File: src/hw/rtl/tmlc_pkg.sv
// shared types, constants and helpers for the texture mip layout calculator
package tmlc_pkg;

  localparam int unsigned MIP_SLOTS = 11;
  localparam int unsigned ROW_ALIGN = 256;

  localparam int unsigned DIM_W   = 15;
  localparam int unsigned MIP_W   = 4;
  localparam int unsigned SIZE_W  = 33;
  localparam int unsigned ROWB_W  = 19;
  localparam int unsigned PITCH_W = 32;
  localparam int unsigned PROD_W  = PITCH_W + DIM_W;

  localparam logic [2:0] CLS_NONE  = 3'd0;
  localparam logic [2:0] CLS_PIX1  = 3'd1;
  localparam logic [2:0] CLS_PIX4  = 3'd2;
  localparam logic [2:0] CLS_PIX8  = 3'd3;
  localparam logic [2:0] CLS_PIX16 = 3'd4;
  localparam logic [2:0] CLS_BLK8  = 3'd5;
  localparam logic [2:0] CLS_BLK16 = 3'd6;

  typedef struct packed {
    logic [2:0]       format_class;
    logic [DIM_W-1:0] tex_width;
    logic [DIM_W-1:0] tex_height;
    logic [MIP_W-1:0] lowest_mip;
    logic [MIP_W-1:0] highest_mip;
  } in_t;

  typedef struct packed {
    logic [MIP_W-1:0]  mip_count;
    logic [SIZE_W-1:0] raw_bytes;
    logic [SIZE_W-1:0] padded_bytes;
  } out_t;

  typedef struct packed {
    logic load;
    logic mip_dec;
    logic mul_raw;
    logic mul_pad;
    logic out_load;
  } cmd_t;

  typedef struct packed {
    logic mip_done;
    logic out_free;
  } sts_t;

  // log2 of bytes per unit, and whether the class is supported
  function automatic logic [3:0] unit_shift(input logic [2:0] cls);
    logic [3:0] r;
    case (cls)
      CLS_PIX1:  r = {1'b1, 3'd0};
      CLS_PIX4:  r = {1'b1, 3'd2};
      CLS_PIX8:  r = {1'b1, 3'd3};
      CLS_PIX16: r = {1'b1, 3'd4};
      CLS_BLK8:  r = {1'b1, 3'd3};
      CLS_BLK16: r = {1'b1, 3'd4};
      default:   r = {1'b0, 3'd0};
    endcase
    return r;
  endfunction

endpackage

File: src/hw/rtl/tmlc_datapath.sv
// datapath: descriptor registers, mip step logic, shared multiplier, result register
module tmlc_datapath (
  input  logic          clk,
  input  logic          rst_n,
  input  tmlc_pkg::in_t  in_data,
  input  tmlc_pkg::cmd_t cmd,
  output tmlc_pkg::sts_t sts,
  output logic          out_valid,
  input  logic          out_ready,
  output tmlc_pkg::out_t out_data
);

  localparam int unsigned DW = tmlc_pkg::DIM_W;
  localparam int unsigned MW = tmlc_pkg::MIP_W;
  localparam int unsigned SW = tmlc_pkg::SIZE_W;
  localparam int unsigned RW = tmlc_pkg::ROWB_W;
  localparam int unsigned PW = tmlc_pkg::PITCH_W;
  localparam int unsigned XW = tmlc_pkg::PROD_W;

  logic          cls_ok_r, block_r, inv_r, out_valid_r;
  logic [DW-1:0] w_r, h_r, rows_r;
  logic [MW-1:0] lo_r, top_r;
  logic [RW-1:0] line_bytes_r;
  logic [PW-1:0] pitch_r;
  logic [SW-1:0] raw_r, pad_r;
  tmlc_pkg::out_t out_data_r;

  logic [3:0]    ush;
  logic          blk_in, inv_in;
  logic [DW:0]   w_sum, h_sum;
  logic [DW-1:0] bw, bh, cols_in, rows_in;
  logic [RW-1:0] line_bytes_in;
  logic [PW-1:0] align_sum, pitch_in;
  logic [MW-1:0] top_in;
  logic [MW-1:0] s;
  logic [DW-1:0] ws, hs, unit;
  logic          dims_ok;
  logic [MW:0]   count5;
  logic [MW-1:0] count;
  logic [PW-1:0] mul_a;
  logic [XW-1:0] prod;
  logic [SW-1:0] prod_sat;

  always_comb begin
    ush    = tmlc_pkg::unit_shift(in_data.format_class);
    blk_in = (in_data.format_class == tmlc_pkg::CLS_BLK8) ||
             (in_data.format_class == tmlc_pkg::CLS_BLK16);
    w_sum  = {1'b0, in_data.tex_width} + (DW+1)'(3);
    h_sum  = {1'b0, in_data.tex_height} + (DW+1)'(3);
    bw     = DW'(w_sum >> 2);
    bh     = DW'(h_sum >> 2);
    if (bw == '0) begin
      bw = DW'(1);
    end
    if (bh == '0) begin
      bh = DW'(1);
    end
    cols_in       = blk_in ? bw : in_data.tex_width;
    rows_in       = blk_in ? bh : in_data.tex_height;
    line_bytes_in = RW'(cols_in) << ush[2:0];
    align_sum     = PW'(line_bytes_in) + PW'(tmlc_pkg::ROW_ALIGN - 1);
    pitch_in      = PW'((align_sum / tmlc_pkg::ROW_ALIGN) * tmlc_pkg::ROW_ALIGN);
    top_in        = (in_data.highest_mip > MW'(tmlc_pkg::MIP_SLOTS - 1)) ?
                    MW'(tmlc_pkg::MIP_SLOTS - 1) : in_data.highest_mip;
    inv_in        = (in_data.tex_width == '0) || (in_data.tex_height == '0) ||
                    (in_data.highest_mip < in_data.lowest_mip) ||
                    (top_in < in_data.lowest_mip);
  end

  // one mip level test per cycle
  always_comb begin
    s        = top_r - lo_r;
    ws       = w_r >> s;
    hs       = h_r >> s;
    unit     = block_r ? DW'(4) : DW'(1);
    dims_ok  = (ws >= unit) && (hs >= unit);
    count5   = {1'b0, top_r} - {1'b0, lo_r} + (MW+1)'(1);
    count    = (count5 > (MW+1)'(15)) ? MW'(15) : count5[MW-1:0];
    if (inv_r) begin
      count = '0;
    end
    sts.mip_done = inv_r || (top_r <= lo_r) || dims_ok;
    sts.out_free = !out_valid_r || out_ready;
  end

  // shared multiplier for raw and padded sizes
  always_comb begin
    mul_a    = cmd.mul_pad ? pitch_r : PW'(line_bytes_r);
    prod     = XW'(mul_a) * XW'(rows_r);
    prod_sat = (prod[XW-1:SW] != '0) ? {SW{1'b1}} : prod[SW-1:0];
  end

  always_ff @(posedge clk) begin
    if (cmd.load) begin
      cls_ok_r     <= ush[3];
      block_r      <= blk_in;
      inv_r        <= inv_in;
      w_r          <= in_data.tex_width;
      h_r          <= in_data.tex_height;
      rows_r       <= rows_in;
      lo_r         <= in_data.lowest_mip;
      top_r        <= top_in;
      line_bytes_r <= line_bytes_in;
      pitch_r      <= pitch_in;
    end else if (cmd.mip_dec) begin
      top_r <= top_r - MW'(1);
    end
    if (cmd.mul_raw) begin
      raw_r <= prod_sat;
    end
    if (cmd.mul_pad) begin
      pad_r <= prod_sat;
    end
    if (cmd.out_load) begin
      if (cls_ok_r) begin
        out_data_r.mip_count    <= count;
        out_data_r.raw_bytes    <= raw_r;
        out_data_r.padded_bytes <= pad_r;
      end else begin
        out_data_r <= '0;
      end
    end
  end

  always_ff @(posedge clk) begin
    if (!rst_n) begin
      out_valid_r <= 1'b0;
    end else if (cmd.out_load) begin
      out_valid_r <= 1'b1;
    end else if (out_ready) begin
      out_valid_r <= 1'b0;
    end
  end

  assign out_valid = out_valid_r;
  assign out_data  = out_data_r;

endmodule

File: src/hw/rtl/tmlc_ctrl.sv
// controller state machine sequencing load, mip steps, multiplies and result hand-off
module tmlc_ctrl (
  input  logic          clk,
  input  logic          rst_n,
  input  logic          in_valid,
  output logic          in_ready,
  input  tmlc_pkg::sts_t sts,
  output tmlc_pkg::cmd_t cmd
);

  typedef enum logic [4:0] {
    ST_IDLE = 5'b00001,
    ST_MIP  = 5'b00010,
    ST_RAW  = 5'b00100,
    ST_PAD  = 5'b01000,
    ST_DONE = 5'b10000
  } state_t;

  state_t state_r, state_nxt;

  always_comb begin
    state_nxt = state_r;
    cmd       = '0;
    in_ready  = 1'b0;
    case (state_r)
      ST_IDLE: begin
        in_ready = 1'b1;
        if (in_valid) begin
          cmd.load  = 1'b1;
          state_nxt = ST_MIP;
        end
      end
      ST_MIP: begin
        if (sts.mip_done) begin
          state_nxt = ST_RAW;
        end else begin
          cmd.mip_dec = 1'b1;
        end
      end
      ST_RAW: begin
        cmd.mul_raw = 1'b1;
        state_nxt   = ST_PAD;
      end
      ST_PAD: begin
        cmd.mul_pad = 1'b1;
        state_nxt   = ST_DONE;
      end
      ST_DONE: begin
        if (sts.out_free) begin
          cmd.out_load = 1'b1;
          state_nxt    = ST_IDLE;
        end
      end
      default: begin
        state_nxt = ST_IDLE;
      end
    endcase
  end

  always_ff @(posedge clk) begin
    if (!rst_n) begin
      state_r <= ST_IDLE;
    end else begin
      state_r <= state_nxt;
    end
  end

endmodule

File: src/hw/rtl/texture_mip_layout_calculator.sv
// top level of the texture mip layout calculator
//   channel | ports                         | payload
//   input   | in_valid, in_ready, in_data   | tmlc_pkg::in_t (class, size, mip range)
//   result  | out_valid, out_ready, out_data | tmlc_pkg::out_t (count, raw, padded)
// after the accepting edge the result follows these steps: one mip level tested per cycle
// (1 to MIP_SLOTS levels), the raw and padded sizes on the shared multiplier, and the fill
// of the result register; an idle state then takes the next one.
// reset (rst_n low, synchronous) empties the result register and idles the controller.
// the next transaction is taken while a result waits; it then holds in its final state
// until the result register is free.
module texture_mip_layout_calculator (
  input  logic          clk,
  input  logic          rst_n,
  input  logic          in_valid,
  output logic          in_ready,
  input  tmlc_pkg::in_t  in_data,
  output logic          out_valid,
  input  logic          out_ready,
  output tmlc_pkg::out_t out_data
);

  tmlc_pkg::cmd_t cmd;
  tmlc_pkg::sts_t sts;

  tmlc_ctrl u_ctrl (
    .clk      (clk),
    .rst_n    (rst_n),
    .in_valid (in_valid),
    .in_ready (in_ready),
    .sts      (sts),
    .cmd      (cmd)
  );

  tmlc_datapath u_datapath (
    .clk       (clk),
    .rst_n     (rst_n),
    .in_data   (in_data),
    .cmd       (cmd),
    .sts       (sts),
    .out_valid (out_valid),
    .out_ready (out_ready),
    .out_data  (out_data)
  );

`ifndef NO_ASSERTIONS
  a_busy_after_accept: assert property (@(posedge clk) disable iff (!rst_n)
    in_valid && in_ready |=> !in_ready)
    else $error("input taken twice in a row");

  a_pad_ge_raw: assert property (@(posedge clk) disable iff (!rst_n)
    out_valid |-> out_data.padded_bytes >= out_data.raw_bytes)
    else $error("padded size below raw size");

  a_count_has_size: assert property (@(posedge clk) disable iff (!rst_n)
    out_valid && out_data.mip_count != '0 |-> out_data.raw_bytes != '0)
    else $error("mip count without a size");

  a_count_range: assert property (@(posedge clk) disable iff (!rst_n)
    out_valid |-> 32'(out_data.mip_count) <= tmlc_pkg::MIP_SLOTS)
    else $error("mip count above slot count");
`endif

endmodule

File: config.mk
export PLATFORM = sky130hd
export DESIGN_NAME = texture_mip_layout_calculator
export DESIGN_NICKNAME = d
export VERILOG_FILES = /design/src/hw/rtl/tmlc_pkg.sv /design/src/hw/rtl/tmlc_datapath.sv /design/src/hw/rtl/tmlc_ctrl.sv /design/src/hw/rtl/texture_mip_layout_calculator.sv
export SDC_FILE = /design/constraint.sdc
export NUM_CORES = 1
export LEC_CHECK = 0
export BUFFER_PORTS_ARGS = -buffer_cell sky130_fd_sc_hd__buf_2
export CAP_MARGIN = 20
export CORE_MARGIN = 3
export CORE_UTILIZATION = 58
export CTS_CLUSTER_DIAMETER = 50
export CTS_CLUSTER_SIZE = 40
export DETAILED_ROUTE_END_ITERATION = 10
export PLACE_DENSITY = 0.75
export SYNTH_ARGS = -nofsm -noshare
export SYNTH_HDL_FRONTEND = slang
export SYNTH_SLANG_ARGS = --single-unit
export TNS_END_PERCENT = 30
File: constraint.sdc
create_clock -name clk -period 12.33 [get_ports clk]
set_input_delay 0.6165 -clock clk [delete_from_list [all_inputs] [get_ports clk]]
set_output_delay 0.6165 -clock clk [all_outputs]
set_load 0.02 [all_outputs]
==> metrics.txt, run 1 <==
Tcrit/Tclk final 0.678; CTS max path bufs 3; worst hold path cell count 1; CP Max Fanout 56; worst min-delay path category input pin to flop; Post-Route Skew 0.0151 ns; final worst slack 3.97 ns; commonest non-fill, non-tap cell in the layout inv_1; Max-Cap Viols 0; IO Port Bufs 116; Post-Synth Simple-Gate Area 0.175; GRT Overall Usage 0.241; Routed Antenna Nets 0; setup TNS 0 ns; proportion of synthesized area in mux cells 0.0310; Post-Synth XOR/XNOR Area 0.0230; initial cell density of the core 0.590; Residual DRC 0; Post-synth EDFFs 223; first-pass GRT wire length 77.8 mm; Compound-Gate Fraction of Synth Area 0.0863; Data required, critical path between 10 and 15 ns; cts hold-fix bufs 0; Crit path top cell by count fa_1; worst reg-to-reg path cell count 29; post-place setup slack slightly above 4 ns; antenna diode count 0; post-synthesis cell type count 82; die area 0.0396 mm2; Primary FF master, synth edfxtp_1; P&R area growth vs syn 6.96%; vias in the first global route 15600; filler cell count around 3000; TritonRoute pass-1 iters 6; combinational family with the most area after synthesis adder cells; total number of vias 15400; area of the mapped netlist about 0.022 mm2; cell count along the critical path 29; CP Buf/Inv Count 8; post-CTS setup buffers 0; Seq cells post-synth between 200 and 250; Slew Limit Headroom 0.347; endpoints failing setup 0; CTS clock-pin slew for the worst setup and hold paths 0.08 ns; Final Cell Area 0.0231 mm2; area leader, netlist edfxtp_1; Detail Placement HPWL 35.8 mm; share of layout cells above drive strength 1 0.0965; crit-path leading delay family adder cells; startpoint types flop; Core ar. between 0.03 and 0.04 mm2; Ports 117; RSZ-0062 raised after global routing no; post-synthesis sequential area ratio 0.316; clock latency on the worst-skew pair 0.52 ns; die height 199 um; largest net degree at the start of global routing 87; CTS Buf Count 20; area after detailed placement 0.0224 mm2; Root Buffer clkbuf_16; outcome completed; WL/cell ~18 um; clk sinks 229; HP Start in_data[6]; Least-Margin Pin Slew 0.980 ns; Critical Path Start u_ctrl.state_r[4]; CTS tree built; GR Overflow Total 0; post-cts repair resize count 0; Synth top area share 0.310; FF-to-FF setup slack approximately 4.0 ns; reg-to-reg startpoint u_ctrl.state_r[4]; vias per cell 5.79; Iter 0 DRT Violations 1196; CP max stage cell fa_1; Worst Setup Path Type flop to flop; syn nets 2552; fin. max-slew vios 0; # rows 70; Ys Warns 0; dominant cells by area after synthesis edfxtp_1 31%, fa_1 22%, ha_1 7.4%; initial antenna violation count 0; CTS HTree Levels 1; Synth Area in Adders 0.292; FFs w/ async S/R, synth 0; Layout Nets approximately 2600; most frequent cells in the layout 301 x inv_1, 269 x nand2_1, 235 x fa_1; fmax 0.120 GHz; syn avg cell area 10.1 um2; WL final 46.7 mm; Post-Synthesis Cells about 2100; chip width just under 200 um; endpoints failing hold 0; Setup crit end kind flop; Tmin final 8.36 ns; Worst EP arrival ~8.6 ns; GPL Wtd Cong about 0.93; slowest stage delay, CP ~0.58 ns
## worst register-to-register path, delay by kind of cell (launching register included)
family	cells	cell delay (ns)
fa+ha+maj	7	3.35
compound gates	7	2.01
simple gates	7	1.34
buf+inv	8	1.06
flops	1	0.33
## synthesized netlist by cell type, types with 7 or more instances
master    number
inv_1        303
nand2_1      269
fa_1         236
edfxtp_1     223
and2_1       159
ha_1         127
clkbuf_1     102
and3_1        82
nor2_1        80
a21oi_1       78
o21ai_0       61
mux2i_1       32
nand3_1       29
xnor2_1       27
xor2_1        26
nor3_1        25
a21o_1        19
nand4_1       16
a211oi_1      15
buf_2         15
nor2b_1       15
mux4_2        13
nand2b_1      11
a31oi_1       10
o211ai_1      10
nor4_1         8
o31ai_1        8
a211o_1        7
## kinds of logic (layout without fill, tap and decap cells)
| kind of cell | after synthesis | in the layout |
|---|---|---|
| compound gates | 282 | 282 |
| xor+xnor | 55 | 55 |
| fa+ha+maj | 363 | 363 |
| buf+inv | 427 | 470 |
| flops | 229 | 229 |
| mux | 50 | 50 |
| simple gates | 738 | 738 |
## per-stage QoR
stage	instances	hold slack [ns]	utilization
2_1_floorplan	2144	0.503	-
3_3_place_gp	2618	0.508	0.611
3_5_place_dp	2619	0.509	0.611
4_1_cts	2655	0.262	0.631
5_1_grt	2655	0.267	0.631
6_report	2655	0.290	0.631
## layer usage
layer	global-route usage	up-vias	wire length, um
li1	-	7200	-
met1	0.324	7494	19700
met2	0.410	586	22600
met3	0.0432	85	3370
met4	0.0591	0	1110
met5	0	-	0
## sequential cells by signal (all words and copies together) (netlist names), 12 cells and up
name	cells
u_datapath.h_r	15
u_datapath.w_r	15
u_datapath.line_bytes_r	19
u_datapath.raw_r	33
u_datapath.out_data	70
u_datapath.pad_r	33
u_datapath.pitch_r	12
u_datapath.rows_r	15
## worst paths after layout
path / to
setup reg to reg: u_datapath.pad_r[13]
hold reg to reg: u_datapath.out_data[34]
hold / removal: u_datapath.lo_r[2]
setup / recovery: u_datapath.pad_r[13]
## layout make-up
| type | instances | area, um2 | share of cell area |
|---|---|---|---|
| multi-input combinational | 1488 | 13100 | 0.569 |
| sequential | 229 | 6820 | 0.295 |
| inverter | 305 | 1150 | 0.0496 |
| timing repair buffer | 129 | 686 | 0.0297 |
| tap | 468 | 586 | 0.0254 |
| clock buffer | 22 | 508 | 0.0220 |
| clock inverter | 14 | 204 | 0.00883 |
Power of run 1 is not shown: default switching activity piles up to over one toggle a cycle in this logic, so the estimate is an artifact.
==> run 2: changes to the inputs <==
--- a/config.mk
+++ b/config.mk
@@ -5,6 +5,7 @@
 export SDC_FILE = /design/constraint.sdc
 export NUM_CORES = 1
 export LEC_CHECK = 0
+export ABC_AREA = 1
 export BUFFER_PORTS_ARGS = -buffer_cell sky130_fd_sc_hd__buf_2
 export CAP_MARGIN = 20
 export CORE_MARGIN = 3
==> constraint.sdc (replaced) <==
create_clock -name clk -period 8.2 [get_ports clk]
set_input_delay 0.41 -clock clk [delete_from_list [all_inputs] [get_ports clk]]
set_output_delay 0.41 -clock clk [all_outputs]
set_load 0.02 [all_outputs]
==> run 2 against run 1 <==
Critical path depth grew 1. Synthesized cell count grew 19%. Hold slack lost 0.20 ns. Wire length grew 13%. Critical endpoint is now u_datapath.raw_r[17]. Largest cell class unchanged. Die area grew 1.4%. Highest routed layer unchanged. Sequential share of layout area shrank 0.88 points.
==> metrics.txt, run 2 <==
die height 200 um; Ys Warns 0; dominant cells by area after synthesis edfxtp_1 31%, fa_1 22%, nand2_1 9.7%; Least-Margin Pin Slew 1.04 ns; CTS HTree Levels 1; area leader, netlist edfxtp_1; Crit path top cell by count fa_1; Layout Nets 3063; Tcrit/Tclk final 0.937; CP max stage cell fa_1; worst hold path cell count 1; TritonRoute pass-1 iters 5; Synth top area share 0.306; Ports 117; GR Overflow Total 0; area of the mapped netlist 0.0219 mm2; first-pass GRT wire length 86.4 mm; total number of vias approximately 17000; FF-to-FF setup slack 0.52 ns; die area 0.0401 mm2; initial antenna violation count 0; FFs w/ async S/R, synth 0; most common cell in the synthesized netlist nand2_1; CTS Buf Count 21; worst reg-to-reg path cell count 30; # rows 70; Residual DRC 0; Max-Cap Viols 0; RSZ-0062 raised after global routing no; share of layout cells above drive strength 1 0.109; outcome completed; Routed Antenna Nets 0; area after detailed placement between 0.02 and 0.025 mm2; commonest non-fill, non-tap cell in the layout nand2_1; post-synthesis cell type count 49; Post-Synthesis Cells between 2000 and 3000; GPL Wtd Cong 0.948; Seq cells post-synth 229; clk sinks 229; Core ar. between 0.03 and 0.04 mm2; initial cell density of the core 0.593; fin. max-slew vios 0; Post-synth EDFFs 223; Final Cell Area around 0.024 mm2; Root Buffer clkbuf_16; startpoint types flop; Post-Route Skew 0.0168 ns; crit-path leading delay family adder cells; CP Max Fanout 33; WL/cell 16.6 um; Post-synth top cells 565 x nand2_1, 493 x inv_1, 271 x nor2_1; Iter 0 DRT Violations 1474; post-synthesis sequential area ratio 0.311; Detail Placement HPWL approximately 42 mm; Worst Setup Path Type flop to flop; WHS Endpoint u_datapath.lo_r[0]; fmax 0.130 GHz; CTS clock-pin slew for the worst setup and hold paths about 0.07 ns; GRT Overall Usage 0.261; CP Buf/Inv Count 9; antenna diode count 0; most frequent cells in the layout 564 x nand2_1, 492 x inv_1, 270 x nor2_1; P&R area growth vs syn 8.65%; WL final 52.6 mm; CTS tree built; vias in the first global route 17600; endpoints failing hold 0; endpoints failing setup 0; CTS max path bufs 3; slowest stage delay, CP 0.56 ns; vias per cell approximately 5.5; Tmin final 7.68 ns; HP Start in_data[4]; Slew Limit Headroom 0.307; reg-to-reg startpoint u_ctrl.state_r[1]; Setup crit end kind flop; syn avg cell area 8.57 um2; Worst EP arrival 7.92 ns; cell count along the critical path 30; reg2reg end u_datapath.raw_r[17]; IO Port Bufs between 100 and 150; worst min-delay path category input pin to flop; clock latency on the worst-skew pair ~0.53 ns; setup TNS 0 ns; chip width 200 um; largest net degree at the start of global routing 92; syn nets 2966; Data required, critical path 8.43 ns; Primary FF master, synth edfxtp_1; max reg flops 70
## run 2: cell types whose count changed after synthesis, sizes merged, moves of 16 or more
cell / delta
nor2: +207
clkbuf: -56
a21oi: -30
nand2: +320
and2: -159
inv: +201
mux2i: -28
nand3: +125
nand4: +37
and3: -82
o21ai: +58
a211oi: -16
## run 2: logic make-up after synthesis
logic type | after synthesis | share of synthesized area
compound gates | 214 | 0.0537
xor+xnor | 37 | 0.0151
fa+ha+maj | 363 | 0.288
buf+inv | 589 | 0.104
flops | 229 | 0.311
mux | 4 | 0.00183
simple gates | 1122 | 0.226
## run 2: how the worst max path moves through the flow
stage                                      end         startpoint
after CTS                  u_datapath.raw_r[8]  u_ctrl.state_r[1]
after floorplan           u_datapath.pad_r[27]  u_ctrl.state_r[1]
after global routing      u_datapath.raw_r[32]  u_ctrl.state_r[1]
final                     u_datapath.raw_r[17]  u_ctrl.state_r[1]
after global placement     u_datapath.pad_r[6]  u_ctrl.state_r[1]
after detailed placement   u_datapath.pad_r[0]  u_ctrl.state_r[1]
## run 2: stage by stage
step                instances  hold slack [ns]  setup WS [ns]  utilization
detailed placement       3129            0.491          0.363        0.622
global route             3174           0.0826         0.0702        0.644
global placement         3129            0.488          0.567        0.622
floorplan                2558            0.481          0.543            -
CTS                      3167           0.0624          0.347        0.641
finish                   3174           0.0876          0.518        0.644
## run 2: routing by layer
| layer | part of all wire | track usage |
|---|---|---|
| met4 | 0.038 | 0.0916 |
| met1 | 0.41 | 0.337 |
| met5 | 0 | 0 |
| met2 | 0.48 | 0.454 |
| met3 | 0.069 | 0.0393 |
## run 2: cell type report
class                           count  area (um2)
Clock inverter                     16         164
Inverter                          513        1940
Fill cell                        3089       13200
Multi-Input combinational cell   1740       12900
Clock buffer                       22         529
Timing Repair inverter              1        7.51
Tap cell                          504         631
Sequential cell                   229        6820
Timing Repair Buffer              149         856
## run 2: repair_timing
action,4_1_cts,5_1_grt
endpoints found under the hold margin,0,0
setup buffers,0,5
setup endpoints to repair,0,66
gates resized for setup,0,11
hold buffers,0,0
Power of run 2 is left out for the same reason.
